===== src/hw/rtl/tlu_pkg.sv =====
package tlu_pkg;

  localparam int DATA_W        = 32;
  localparam int ROW_W         = 6;
  localparam int STAT_W        = 2;
  localparam int MAX_ROWS_DEF  = 64;
  localparam int FRAC_BITS_DEF = 16;

  localparam logic [STAT_W-1:0] STAT_OK   = 2'd0;
  localparam logic [STAT_W-1:0] STAT_SING = 2'd1;
  localparam logic [STAT_W-1:0] STAT_SAT  = 2'd2;

  typedef enum logic [3:0] {
    ST_IDLE,
    ST_PIV,
    ST_PIVW,
    ST_FWD,
    ST_FWDW,
    ST_FDIV,
    ST_FDIVW,
    ST_BRD,
    ST_BRDW,
    ST_BMACW,
    ST_BDIVW,
    ST_BOUT
  } tlu_state_e;

  // flags returned by the multiply-subtract unit
  typedef struct packed {
    logic done;
    logic sat;
  } tlu_mac_st_t;

  // flags returned by the divider
  typedef struct packed {
    logic done;
    logic sat;
    logic zero;
  } tlu_div_st_t;

endpackage


===== src/hw/rtl/tlu_div.sv =====
// (num << FRAC_BITS) / den, truncated, saturated; one quotient bit a cycle
module tlu_div import tlu_pkg::*; #(
  parameter int FRAC_BITS = FRAC_BITS_DEF
) (
  input  logic                     clk_i,
  input  logic                     rst_ni,
  input  logic                     start_i,
  input  logic signed [DATA_W-1:0] num_i,
  input  logic signed [DATA_W-1:0] den_i,
  output logic signed [DATA_W-1:0] quo_o,
  output tlu_div_st_t              st_o
);

  localparam int NW = DATA_W + FRAC_BITS;
  localparam int CW = $clog2(NW + 1);

  logic [NW-1:0]     dvd_q, quo_q;
  logic [DATA_W:0]   rem_q;
  logic [DATA_W-1:0] den_q;
  logic              neg_q, busy_q, done_q, sat_q, zero_q;
  logic [CW-1:0]     cnt_q;
  logic signed [DATA_W-1:0] res_q;

  logic signed [DATA_W:0] n33, d33;
  logic [DATA_W-1:0] na, da;
  logic [DATA_W:0]   trial, rem_n;
  logic              qbit;
  logic [NW-1:0]     qfin;
  logic              big, ovf;
  logic signed [DATA_W-1:0] res_d;

  always_comb begin
    n33 = {num_i[DATA_W-1], num_i};
    d33 = {den_i[DATA_W-1], den_i};
    na  = n33[DATA_W] ? DATA_W'(-n33) : n33[DATA_W-1:0];
    da  = d33[DATA_W] ? DATA_W'(-d33) : d33[DATA_W-1:0];
  end

  always_comb begin
    trial = {rem_q[DATA_W-1:0], dvd_q[NW-1]};
    qbit  = (trial >= {1'b0, den_q});
    rem_n = qbit ? (trial - {1'b0, den_q}) : trial;
    qfin  = {quo_q[NW-2:0], qbit};
    big   = |qfin[NW-1:DATA_W];
    if (neg_q) begin
      ovf   = big || (qfin[DATA_W-1] && (|qfin[DATA_W-2:0]));
      res_d = ovf ? 32'sh80000000 : -$signed(qfin[DATA_W-1:0]);
    end else begin
      ovf   = big || qfin[DATA_W-1];
      res_d = ovf ? 32'sh7FFFFFFF : $signed(qfin[DATA_W-1:0]);
    end
  end

  always_ff @(posedge clk_i or negedge rst_ni) begin
    if (!rst_ni) begin
      busy_q <= 1'b0;
      done_q <= 1'b0;
      cnt_q  <= '0;
    end else begin
      done_q <= 1'b0;
      if (start_i) begin
        if (den_i == '0) begin
          done_q <= 1'b1;
        end else begin
          busy_q <= 1'b1;
          cnt_q  <= CW'(NW);
        end
      end else if (busy_q) begin
        cnt_q <= cnt_q - 1'b1;
        if (cnt_q == CW'(1)) begin
          busy_q <= 1'b0;
          done_q <= 1'b1;
        end
      end
    end
  end

  always_ff @(posedge clk_i) begin
    if (start_i) begin
      dvd_q  <= {na, {FRAC_BITS{1'b0}}};
      den_q  <= da;
      neg_q  <= num_i[DATA_W-1] ^ den_i[DATA_W-1];
      rem_q  <= '0;
      quo_q  <= '0;
      zero_q <= (den_i == '0);
      sat_q  <= 1'b0;
      res_q  <= '0;
    end else if (busy_q) begin
      dvd_q <= {dvd_q[NW-2:0], 1'b0};
      rem_q <= rem_n;
      quo_q <= qfin;
      if (cnt_q == CW'(1)) begin
        res_q <= res_d;
        sat_q <= ovf;
      end
    end
  end

  assign quo_o     = res_q;
  assign st_o.done = done_q;
  assign st_o.sat  = sat_q;
  assign st_o.zero = zero_q;

endmodule


===== config.mk =====
export PLATFORM = sky130hd
export DESIGN_NAME = tlu_div
export DESIGN_NICKNAME = d
export VERILOG_FILES = /design/src/hw/rtl/tlu_pkg.sv /design/src/hw/rtl/tlu_div.sv
export SDC_FILE = /design/constraint.sdc
export NUM_CORES = 1
export LEC_CHECK = 0
export BUFFER_PORTS_ARGS = -buffer_cell sky130_fd_sc_hd__buf_2
export CAP_MARGIN = 20
export CORE_ASPECT_RATIO = 0.6
export CORE_MARGIN = 2
export CORE_UTILIZATION = 35
export CTS_CLUSTER_SIZE = 14
export DETAILED_ROUTE_END_ITERATION = 8
export MAX_ROUTING_LAYER = met4
export PLACE_DENSITY = 0.64
export SETUP_SLACK_MARGIN = 0.3
export SYNTH_ARGS = -nofsm -noshare
export SYNTH_HDL_FRONTEND = slang
export SYNTH_SLANG_ARGS = --single-unit

===== constraint.sdc =====
create_clock -name clk_i -period 7.8 [get_ports clk_i]
set_input_delay 1.17 -clock clk_i [delete_from_list [all_inputs] [get_ports clk_i]]
set_output_delay 1.17 -clock clk_i [all_outputs]
set_load 0.005 [all_outputs]

-- After elaboration in Yosys (flattened, before gate mapping)
Cells that the tools add are included.
- latch bits: 0
- memories kept: 0
- flip-flop bits (word level): 186
- word-level logic and storage cells: 50
- bits in writable memories: 0
- bits in read-only memories: 0
- bits of input ports: 67
- output and inout port bits: 35
- eq/ne operators: 2
- multiplexer cells: 20
- $add $sub $neg: 5
- bitwise operators: 1
- $lt $le $gt $ge: 1
- div/mod/pow operators: 0
- reductions and logical operators: 9
- shift operators: 0
- $mul: 0
- operators by type and width (operator ; count):
    32-bit two-way mux ; 5
    48-bit two-way mux ; 2
    32-bit negation ; 3
    33-bit by 32-bit >= comparator with 1-bit output ; 1
    32-bit logical NOT ; 1
    32-bit subtractor ; 1
    31-bit two-way mux ; 1
    31-bit OR reduction ; 1
    6-bit two-way mux ; 3
    16-bit OR reduction ; 1
    1-bit two-way mux ; 9
    6-bit by 1-bit equality test with 1-bit output (second input constant) ; 1
    6-bit by 1-bit subtractor with 6-bit output (second input constant) ; 1
    2-bit AND reduction ; 2
    1-bit logical OR ; 2
    2-bit inequality test (second input constant) ; 1
    2-bit nonzero test ; 1
    1-bit logical AND ; 1
    1-bit XOR ; 1

-- Longest topological paths before layout
- depth in word-level cells: 6
- depth in mapped cells: 21
- depth with buffers taken out: 18

-- Worst setup path after synthesis
Ideal clock, no wire load.
- kind: reg2reg
- start: register den_q[24]
- end: register res_q[20] (netlist: quo_o[20])
- library setup time: 0.132 ns
- arrival: 4.899 ns
- buffers on the path: 3
- stages on the path, launching flop included: 21
- clock period less this slack: 5.031 ns
- path slack: 2.769 ns
- cells stage by stage: edfxtp_1 inv_1 ha_1 clkbuf_1 a2111oi_0 o221ai_1 nand2_1 a21bo_2 nand4_1 nand2_1 inv_1 buf_2 buf_1 ha_1 nor3b_2 nand3_1 or4_1 or4b_1 or3_1 a221oi_1 nor3_1
- longest elaborated chain between the ends: 6
- ends and longest elaborated chain (element ; RTL line ; source):
    start, declared ; tlu_div.sv:19 ; logic [DATA_W-1:0] den_q;
    start signal, assigned ; tlu_div.sv:81 ; den_q <= da;
    33-bit by 32-bit >= comparator with 1-bit output * ; tlu_div.sv:41 ; qbit = (trial >= {1'b0, den_q});
    parallel branches: the longest is 3 deep, another holds 32-bit negation ; -- ;
    32-bit two-way mux * ; tlu_div.sv:47 ; res_d = ovf ? 32'sh80000000 : -$signed(qfin[DATA_W-1:0]);
    32-bit two-way mux * ; tlu_div.sv:45 ; if (neg_q) begin
    end signal, assigned ; tlu_div.sv:93 ; res_q <= res_d;
    end, declared ; tlu_div.sv:22 ; logic signed [DATA_W-1:0] res_q;
Every way passes the cells marked *.
A chain may end at the register's enable or synchronous reset.

-- Final worst setup path
Same ends and word-level chain as after synthesis.

==> results.ini <==
[sta]
finalCriticalPeriod_ns = 5.39
setup_viol = 0
slew_violations = 0
final.period_utilization_pct = 69.1
layout_setup_ws_ns = 2.41
fin_worst_skew_ns = 0.0155
slew_headroom_pct = 27.1
tightest_slew_ns = 1.08
max_freq_mhz = 186
final.setup.tns_ns = 0
rsz0062_at_grt = no
hold_viol_final = 0

[worst_setup_path]
cp.arrival_ns = 5.67
required_ns = 8.08
path_max_fanout = 15
path_delay_family = simple AND/OR/NAND/NOR gates
slowest_delay_ns = 0.58
timing_worst_setup_path_type = reg -> reg
endpoint_kind = flop
cp_num_buf_inv = 3
crit_chain = inv_1 -> ha_1 -> a2111oi_0 -> o221ai_1 -> nand2_1 -> o2111ai_1 -> nand4_1 -> buf_4 -> nand2_1 -> inv_1 -> ha_1 -> nor3b_2 -> nand3_1 -> or4_1 -> or4b_1 -> or3_1 -> a221oi_1 -> nor3_1
critPathLaunch = den_q[24]$_DFFE_PP_
crit_slowest_cell = or4b_1
reg2reg_from = den_q[24]$_DFFE_PP_
startpoint_type = flop

[synthesis]
ys_warn_count = 0
synth-seq-cells = 186
synth_cell_types = 74
synth_edf_count = 66
synthFlopType = dfxtp_1
netlist_instances = 1279
syn_avg_cell_area_um2 = 8.65
syn-num-nets = 1385
netlist_top_cells_area = dfxtp_1, edfxtp_1, nor2_1, mux2i_1, ha_1
yosys.area.top_type = dfxtp_1
async_flop_share_pct = 4.30
synth_seq_area_share_pct = 40.0
syn-cell-area_um2 = 11100
netlist.area_leader.share_pct = 20.3

[route]
viasPerCell = 5.52
routedWlPerCell_um = 17.4
ant_nets = 0
drt_iter0_drc = 922
first_pass_iters = 6
num_vias = 9776
wl_um = 30800
drcViolationCount = 0

[global_route]
antenna_found_initial = 0
grtUsageMet2_pct = 24.8
grt.met1_usage_pct = 29.9
grt-ovfl-total = 0
grt_util_all_layers_pct = 19.4
grt_max_degree = 111
grtUsageMet3_pct = 4.12
grt_pass1_vias = 9122
grt_pass1_wl_um = 49600
gr-max-usage-layer = met1

[die]
start_util_pct = 35.5
die_h_um = 142
dieArea_um2 = 33100
core-area_um2 = 31200
num_rows = 50
die_x_um = 234
io_pins = 102

[hold_path]
min_from = quo_o[31]$_SDFFE_PP0P_
min_path_type = reg -> reg

[clock_tree]
clk_latency_ns = 0.45
clock_path_buffers = 2
cts_tree = built
cts_num_sinks = 186
cts_resized = 0
ctsHoldBuffers = 0
numCtsBuffers = 17
htree_levels = 4
clkTransAtPathRegs_ns = 0.07
postCtsSetupBuffers = 0
cts_root_buf = clkbuf_16

[placement]
io_buffers = 101
gp_congestion = 0.918
placed_area_um2 = 11900
hpwlAfterDp_um = 22000
preCtsSetupSlack_ns = 2.55

[flow_run]
max_cap_violations = 0

[final_layout]
n_antenna_cell = 0
synthToLayoutAreaGrowth_pct = 12.9
stdcell_area_um2 = 12500
drive_gt1_share_pct = 12.6
fin_nets = 1447

[power]
ir_worst_vdd_mv = 0.161
leakagePower_nw = 5.32
power_density_nw_per_um2 = 177

[status]
status = completed

[per-layer routing]
layer	wire length, µm	vias up
met2	11700	343
li1	-	4805
met4	388	0
met5	0	-
met3	2310	24
met1	16400	4604
[synth_stat cells (20+ instances only)]
master	count
nor2_1	175
dfxtp_1	112
nand2_1	87
a21oi_1	75
o21ai_0	73
inv_1	69
edfxtp_1	66
clkbuf_1	63
mux2i_1	53
xnor2_1	44
nor3_1	41
ha_1	38
xor2_1	38
nand3_1	28
o31ai_1	25
a211oi_1	20
[layout make-up]
type                            instances  area (µm²)
Sequential cell                       186        4430
Tap cell                              416         520
Clock inverter                         12         116
Inverter                               69         259
Clock buffer                           20         448
Multi-Input combinational cell        953        6120
Fill cell                            3150       18700
Timing Repair Buffer                  114         606
[registers in the layout, summed over array words and instances, names as in the netlist]
name / cells
busy_q: 1
cnt_q: 6
den_q: 32
done_q: 1
dvd_q: 32
neg_q: 1
quo_o: 32
quo_q: 47
rem_q: 32
sat_q: 1
zero_q: 1
[placed cells by master, fill, tap and decap left out, types with 20 or more instances in the layout]
master    synthesis  routed
a21oi_1          75      75
nand2_1          87      87
dfxtp_1         112     112
xor2_1           38      38
ha_1             38      38
a211oi_1         20      20
o21ai_0          73      73
nand3_1          28      28
buf_2             1     100
edfxtp_1         66      66
o31ai_1          25      24
xnor2_1          44      44
inv_1            69      69
nor3_1           41      41
mux2i_1          53      53
nor2_1          175     174
[report_power, final]
| part | switching, mW | total (mW) | internal (mW) |
|---|---|---|---|
| clock network | 0.395 | 0.849 | 0.454 |
| registers | 0.0197 | 1.08 | 1.06 |
| logic | 0.178 | 0.285 | 0.107 |
| total | 0.593 | 2.21 | 1.62 |
[logic make-up (layout without fill, tap and decap cells)]
logic type | count (synthesis) | count (layout) | synth area share [%]
compound gates | 334 | 334 | 20.0
xor+xnor | 82 | 82 | 6.49
fa+ha+maj | 39 | 39 | 4.48
buf+inv | 140 | 215 | 4.86
flops | 186 | 186 | 40.0
mux | 53 | 53 | 4.79
simple gates | 445 | 445 | 19.4
[worst paths after layout]
check / end / slack (ns) / cells after the start
worst max-delay path: quo_o[20]$_SDFFE_PP0P_ / 2.41 / 18
worst min-delay path: quo_o[31]$_SDFFE_PP0P_ / 0.46 / 2
worst max register to register: quo_o[20]$_SDFFE_PP0P_ / 2.41 / 18
worst min register to register: quo_o[31]$_SDFFE_PP0P_ / 0.46 / 2
max in group asynchronous: busy_q$_DFFE_PN0P_ / 7.06 / 1
min in group asynchronous: busy_q$_DFFE_PN0P_ / 0.55 / 1
[through the flow]
stage / instances / hold slack, ns / total power, mW / util [%]
2_1_floorplan: 1279 / 0.448 / 1.29 / -
3_3_place_gp: 1737 / 0.440 / 1.37 / 38.3
3_5_place_dp: 1738 / 0.452 / 1.38 / 38.3
4_1_cts: 1770 / 0.461 / 2.23 / 40.1
5_1_grt: 1770 / 0.493 / 2.31 / 40.1
6_report: 1770 / 0.455 / 2.21 / 40.1
[worst min-delay path: stages (launching register included)]
cell	delay (ns)
dfxtp_1	0.31
nand2_1	0.05
a21oi_1	0.05
No activity file was read; power rests on OpenSTA's default activity.
