### src/hw/rtl/tlu_pkg.sv
package tlu_pkg;

  localparam int DATA_W        = 32;
  localparam int ROW_W         = 6;
  localparam int STAT_W        = 2;
  localparam int MAX_ROWS_DEF  = 64;
  localparam int FRAC_BITS_DEF = 16;

  localparam logic [STAT_W-1:0] STAT_OK   = 2'd0;
  localparam logic [STAT_W-1:0] STAT_SING = 2'd1;
  localparam logic [STAT_W-1:0] STAT_SAT  = 2'd2;

  typedef enum logic [3:0] {
    ST_IDLE,
    ST_PIV,
    ST_PIVW,
    ST_FWD,
    ST_FWDW,
    ST_FDIV,
    ST_FDIVW,
    ST_BRD,
    ST_BRDW,
    ST_BMACW,
    ST_BDIVW,
    ST_BOUT
  } tlu_state_e;

  // flags returned by the multiply-subtract unit
  typedef struct packed {
    logic done;
    logic sat;
  } tlu_mac_st_t;

  // flags returned by the divider
  typedef struct packed {
    logic done;
    logic sat;
    logic zero;
  } tlu_div_st_t;

endpackage

### src/hw/rtl/tlu_mac.sv
// sat(c - sat(round(a*b))), result registered
module tlu_mac import tlu_pkg::*; #(
  parameter int FRAC_BITS = FRAC_BITS_DEF
) (
  input  logic                     clk_i,
  input  logic                     rst_ni,
  input  logic                     start_i,
  input  logic signed [DATA_W-1:0] a_i,
  input  logic signed [DATA_W-1:0] b_i,
  input  logic signed [DATA_W-1:0] c_i,
  output logic signed [DATA_W-1:0] res_o,
  output tlu_mac_st_t              st_o
);

  localparam logic signed [63:0] HALF = 64'sd1 <<< (FRAC_BITS - 1);
  localparam logic signed [63:0] MAXV = 64'sd2147483647;
  localparam logic signed [63:0] MINV = -64'sd2147483648;

  logic signed [63:0]     prod;
  logic signed [63:0]     sh_q, sh_d;
  logic signed [DATA_W-1:0] c_q;
  logic                   v1_q;
  logic signed [DATA_W-1:0] m;
  logic                   msat;
  logic signed [DATA_W:0] diff;
  logic signed [DATA_W-1:0] res_d;
  logic                   sat_d;
  logic signed [DATA_W-1:0] res_q;
  logic                   sat_q, done_q;

  always_comb begin
    prod = a_i * b_i;
    sh_d = (prod + HALF) >>> FRAC_BITS;
  end

  always_comb begin
    msat = 1'b0;
    if (sh_q > MAXV) begin
      m = 32'sh7FFFFFFF;
      msat = 1'b1;
    end else if (sh_q < MINV) begin
      m = 32'sh80000000;
      msat = 1'b1;
    end else begin
      m = sh_q[DATA_W-1:0];
    end
    diff  = {c_q[DATA_W-1], c_q} - {m[DATA_W-1], m};
    sat_d = msat;
    if (diff[DATA_W] != diff[DATA_W-1]) begin
      sat_d = 1'b1;
      res_d = diff[DATA_W] ? 32'sh80000000 : 32'sh7FFFFFFF;
    end else begin
      res_d = diff[DATA_W-1:0];
    end
  end

  always_ff @(posedge clk_i or negedge rst_ni) begin
    if (!rst_ni) begin
      v1_q   <= 1'b0;
      done_q <= 1'b0;
    end else begin
      v1_q   <= start_i;
      done_q <= v1_q;
    end
  end

  always_ff @(posedge clk_i) begin
    sh_q  <= sh_d;
    c_q   <= c_i;
    res_q <= res_d;
    sat_q <= sat_d;
  end

  assign res_o   = res_q;
  assign st_o.done = done_q;
  assign st_o.sat  = sat_q;

endmodule

### config.mk
export PLATFORM = sky130hd
export DESIGN_NAME = tlu_mac
export DESIGN_NICKNAME = d
export VERILOG_FILES = /design/src/hw/rtl/tlu_pkg.sv /design/src/hw/rtl/tlu_mac.sv
export SDC_FILE = /design/constraint.sdc
export NUM_CORES = 2
export LEC_CHECK = 0
export ABC_CLOCK_PERIOD_IN_PS = 10500
export BUFFER_PORTS_ARGS = -buffer_cell sky130_fd_sc_hd__buf_2
export CAP_MARGIN = 20
export CORE_MARGIN = 8
export CORE_UTILIZATION = 30
export DETAILED_ROUTE_END_ITERATION = 8
export PLACE_DENSITY_LB_ADDON = 0.12
export REMOVE_ABC_BUFFERS = 1
export SLEW_MARGIN = 5
export SYNTH_ARGS = -nofsm -noshare
export SYNTH_HDL_FRONTEND = slang
export SYNTH_SLANG_ARGS = --single-unit
### constraint.sdc
create_clock -name clk_i -period 10.5 [get_ports clk_i]
set_input_delay 1.05 -clock clk_i [delete_from_list [all_inputs] [get_ports clk_i]]
set_output_delay 1.05 -clock clk_i [all_outputs]
set_load 0.005 [all_outputs]
Word-level counts from Yosys, hierarchy flattened
Index checks and enable logic that the tools add are counted. Widths: inputs -> output; s select.

$mul: 1. $add $sub $neg: 2. Equality and inequality tests: 1. Reductions and logical operators: 1. $lt $le $gt $ge: 2. Mux-type cells: 5.

Operators with widths (number): $mux 32 (4); $add 64x17->64 const B (1); $mul 32x32->64 (1); $gt 48x32->1 const B (1); $lt 48x32->1 const B (1); $sub 32x32->33 (1); $reduce_or 2->1 (1); $mux 1 (1); $ne 1x1->1 (1).

Word-level logic and storage cells: 18. Output and inout bits: 34. Input bits: 99. Register bits: 115.

Longest topological paths before layout
Word-level depth: 6. Gate-level depth with buffers: 28. Gate-level depth less buffers: 26.

Worst setup path after synthesis
OpenSTA, ideal clock, no wires.

Kind: input port to flip-flop. From: in a_i[31]. To: reg sh_q[45]. Setup time: 0.092 ns. Path buffers: 1. Data required time: 10.408 ns. Stages: 27. Data arrival time: 8.299 ns. Path slack: 2.109 ns. Cell sequence: clkbuf_1 nand2_1 inv_1 fa_1 inv_1 fa_1 inv_1 fa_1 fa_1 inv_1 fa_1 inv_1 fa_1 inv_1 fa_1 inv_1 fa_1 ha_1 a21o_1 a21o_1 a21oi_1 o21ai_0 a21oi_1 o21ai_0 a221o_1 mux2_2 nor4_1.

Cells in the longest elaborated chain, start to end: 2.

Ends and longest elaborated chain: start: declaration (RTL line tlu_mac.sv:8) `input logic signed [DATA_W-1:0] a_i,`; $mul 32x32->64 (RTL line tlu_mac.sv:32) `prod = a_i * b_i;`; $add 64x17->64 (RTL line tlu_mac.sv:33) `sh_d = (prod + HALF) >>> FRAC_BITS;`; net sh_d[45] (RTL line tlu_mac.sv:20) `logic signed [63:0] sh_q, sh_d;`; end signal: assignment (RTL line tlu_mac.sv:68) `sh_q <= sh_d;`; end: declaration (RTL line tlu_mac.sv:20).

The timed path passes the listed nets, and every way through them passes these cells. A chain may end at the register's enable or synchronous reset.

Worst setup path after layout
From: in a_i[26]. To: reg sh_q[46].

The elaborated chain is that of the path after synthesis.

==> impl_metrics.ini <==
[placed_design]
gp_routability_congestion = 0.8223
placement.io_buffers = 132
detailedPlacementHpwl_um = 103100

[worst_setup_path]
critPathMaxStageDelay_ns = 0.71
path_depth = 22
maximum_fanout_along_the_worst_path = 32
cp_top_family = adder cells
timing_worst_setup_path_type = input pin to flop
cpMostUsedCell = sky130_fd_sc_hd__fa_1
critPathCaptureType = flop
sequence_of_cells_on_the_critical_path = buf_2 -> and2_1 -> fa_1 -> fa_1 -> inv_1 -> fa_1 -> fa_1 -> inv_1 -> fa_1 -> fa_1 -> fa_1 -> fa_1 -> ha_1 -> nand2_1 -> nor2_1 -> nand2_1 -> nor3_1 -> o211ai_1 -> a211oi_1 -> o311ai_0 -> nand4_1 -> nor3b_1
critical_path_cell_with_the_highest_stage_delay = sky130_fd_sc_hd__buf_2
start_kind = input pin
cp_data_required_time_ns = 10.83
cp_num_buf_inv = 3
r2r.worst_path.cells = 16
arrival_time_of_the_worst_setup_path_ns = 8.98

[synth]
synth_xor_area_share_pct = 1.871
simple_gate_fraction_of_synth_area_pct = 15.04
ys_async_sr_fraction_pct = 1.739
synth_sequential_area_ratio_pct = 5.745
synthCells = 4240
synth.yosys.warnings = 0
syn_avg_cell_area_um2 = 9.493
synth_top_area_cell = sky130_fd_sc_hd__fa_1
muxShareOfSynthArea_pct = 0.08393
post_synth_instance_area_um2 = 40250
post_synth_main_area_contributors = sky130_fd_sc_hd__fa_1, sky130_fd_sc_hd__inv_1, sky130_fd_sc_hd__and2_1, sky130_fd_sc_hd__ha_1, sky130_fd_sc_hd__dfxtp_1
synth.distinct_cells = 69
main_combinational_cell_family_by_area_after_synthesis = adder cells
synthAdderAreaFrac_pct = 60.56
synth_compound_area_share_pct = 5.390
yosys.area.top_type_share_pct = 53.87
synth.ff_latch_count = 115
edff_count_synth = 0
synth_flop_cell = sky130_fd_sc_hd__dfxtp_1

[timing]
fmax_ghz = 0.1156
final-max-slew-violation-count = 0
final.min_clock_period_ns = 8.651
layout_worst_path_cycle_share_pct = 82.39
timing_hold_violations_final = 0
report.final.setup_viol = 0
slew-limit-headroom_pct = 33.58
final.setup_skew_ns = 0.01278
timing_worst_slew_pin_value_ns = 0.9963
grt_setup_unrepaired = false
setup_tns_ns = 0

[cts]
cts.repair_timing.setup_buffer_count = 0
ctsRootBufferMaster = sky130_fd_sc_hd__clkbuf_16
path_clk_slew_ns = 0.06
cts_tree = done
clk-insertion-delay-late_ns = 0.41
cts_max_path_buffers = 2
cts-hold-fix-buffers = 0
cts.htree.levels = 4
cts_made_buffers = 17
post_cts_resize_count = 0
clock_sinks = 115

[die]
pin_count = 133
die_x_um = 382.3
num_rows = 134
die-area_um2 = 146100
core_region_area_um2 = 133300
die_height_um = 382.3
start_util_pct = 30.20

[grt]
gr-total-overflow = 0
grt_start_max_net_pins = 33
grt.total_usage_pct = 17.28
wire_length_of_the_first_global_routing_pass_um = 195700
number_of_global_route_vias_before_repair = 31840
antenna_violations_before_repair = 14

[detailed_routing]
drtAntennaViolNets = 0
drc_errors = 0
finalWirelength_um = 123400
avgRoutedWirePerCell_um = 20.58
num_vias = 27450
drtIter0Drc = 1095
drt_pass1_iterations = 5
route.detailed.vias_per_inst = 4.577

[worst_hold_path]
hold_path_class = flop to flop
min_delay_path_depth = 0

[run]
drv_cap = 0

[layout]
final_layout_size_suffix_gt1_share_pct = 5.608
finish.net_count = 5606
fillers = 14060
layout_stage_area_growth_over_the_synthesis_result_pct = 7.230

[outcome]
outcome = completed
## final timing paths
kind	start	endpoint	slack, ns
worst min-delay path	v1_q	done_q	0.35
worst max-delay path	a_i[26]	sh_q[46]	1.85
min in group asynchronous	rst_ni	v1_q	0.41
worst max register to register	sh_q[33]	res_o[16]	5.34
worst min register to register	v1_q	done_q	0.35
max in group asynchronous	rst_ni	done_q	10.00
## routing by layer
metal | global-route usage (%) | wire length (µm)
met4 | 2.580 | 1938
met5 | 0 | 13
met1 | 21.39 | 51720
met2 | 33.36 | 67230
met3 | 1.143 | 2543
## layout by cell type, fill, tap and decap left out, types with 7 or more instances in the layout
cell                        Yosys  final
sky130_fd_sc_hd__nor3_1        17     17
sky130_fd_sc_hd__o21a_1        10     10
sky130_fd_sc_hd__and3_1         9      9
sky130_fd_sc_hd__clkbuf_16      0     17
sky130_fd_sc_hd__o21bai_1      16     16
sky130_fd_sc_hd__dfxtp_1      113    113
sky130_fd_sc_hd__buf_2          0    132
sky130_fd_sc_hd__buf_4          3     40
sky130_fd_sc_hd__a21oi_1      118    118
sky130_fd_sc_hd__and2_1       506    506
sky130_fd_sc_hd__fa_1        1083   1083
sky130_fd_sc_hd__inv_1        985    985
sky130_fd_sc_hd__nand4_1       17     17
sky130_fd_sc_hd__nand3_1       20     20
sky130_fd_sc_hd__xnor2_1       57     57
sky130_fd_sc_hd__xor2_1        29     29
sky130_fd_sc_hd__ha_1         209    209
sky130_fd_sc_hd__nor4_1         9      9
sky130_fd_sc_hd__a21oi_2       13     13
sky130_fd_sc_hd__maj3_1         7      7
sky130_fd_sc_hd__nor2_1        52     52
sky130_fd_sc_hd__a211oi_1       8      8
sky130_fd_sc_hd__o21ai_0       43     43
sky130_fd_sc_hd__a21o_1        58     58
sky130_fd_sc_hd__nand2b_1      13     13
sky130_fd_sc_hd__nand2_1      544    544
## registers in the layout, indices dropped and copies added, names as in the netlist
name,count
c_q,32
done_q,1
res_o,32
sat_q,1
sh_q,48
v1_q,1
## logic make-up (layout without fill, tap and decap cells)
| kind of cell | count (synthesis) | count (layout) |
|---|---|---|
| compound gates | 327 | 327 |
| xor+xnor | 86 | 86 |
| fa+ha+maj | 1300 | 1300 |
| buf+inv | 1201 | 1187 |
| flops | 115 | 115 |
| mux | 3 | 3 |
| other cells | 0 | 4 |
| simple gates | 1208 | 1208 |
## cells in the mapped netlist (all sizes together) (2+ instances only)
| library cell | n |
|---|---|
| nand2 | 544 |
| nand2b | 13 |
| and2 | 506 |
| a311oi | 4 |
| xor2 | 29 |
| inv | 985 |
| o21a | 10 |
| o311ai | 3 |
| dfxtp | 113 |
| nand4b | 2 |
| buf | 7 |
| o31ai | 2 |
| nand3 | 21 |
| and4 | 5 |
| o31a | 3 |
| nor2b | 4 |
| a211oi | 11 |
| fa | 1083 |
| maj3 | 8 |
| a21o | 58 |
| a31oi | 6 |
| nand4 | 17 |
| or2 | 3 |
| nor3b | 2 |
| a21oi | 132 |
| a211o | 4 |
| o21ai | 52 |
| a41oi | 3 |
| nor3 | 18 |
| xnor2 | 57 |
| clkbuf | 209 |
| a21boi | 2 |
| o221ai | 3 |
| nor2 | 52 |
| mux2 | 3 |
| o211ai | 4 |
| nor4 | 9 |
| and3 | 9 |
| a221oi | 2 |
| ha | 209 |
| o21bai | 16 |
| dfrtp | 2 |
## worst register-to-register path: stages, from the launching register on
cell	delay [ns]
sky130_fd_sc_hd__dfxtp_1	0.36
sky130_fd_sc_hd__nand4_1	0.15
sky130_fd_sc_hd__o41ai_2	0.33
sky130_fd_sc_hd__buf_4	0.36
sky130_fd_sc_hd__a21o_1	0.22
sky130_fd_sc_hd__ha_1	0.18
sky130_fd_sc_hd__inv_1	0.06
sky130_fd_sc_hd__fa_1	0.45
sky130_fd_sc_hd__a211oi_2	0.25
sky130_fd_sc_hd__o21ai_1	0.16
sky130_fd_sc_hd__a211oi_2	0.44
sky130_fd_sc_hd__o21ai_2	0.19
sky130_fd_sc_hd__a221oi_4	0.36
sky130_fd_sc_hd__o21ai_2	0.12
sky130_fd_sc_hd__a211o_1	0.39
sky130_fd_sc_hd__a21oi_4	0.72
sky130_fd_sc_hd__o21ai_0	0.25
## stage by stage
step | hold slack [ns] | setup slack, ns | std cells | instance area [µm²] | util (%)
after floorplan | 0.3312 | 2.347 | 4024 | 39400 | -
after global placement | 0.3341 | 1.338 | 5964 | 42590 | 31.95
after detailed placement | 0.3389 | 1.363 | 5964 | 42590 | 31.95
after CTS | 0.3537 | 1.787 | 5994 | 43150 | 32.37
after global routing | 0.3807 | 1.297 | 5994 | 43150 | 32.37
final | 0.3498 | 1.849 | 5998 | 43160 | 32.38
## cell type report
cell class                      instances  area (µm²)  share of cell area, %
Timing Repair Buffer                  172       960.9                  2.226
Inverter                              985        3697                  8.566
Tap cell                             1768        2212                  5.125
Sequential cell                       115        2312                  5.357
Clock buffer                           17       425.4                 0.9857
Antenna cell                            4       10.01                0.02319
Multi-Input combinational cell       2924       33400                  77.39
Clock inverter                         13       138.9                 0.3218
Power is left out: the tool's default activity adds up to more than one toggle a clock period on the data nets, which glitch-free logic cannot reach.
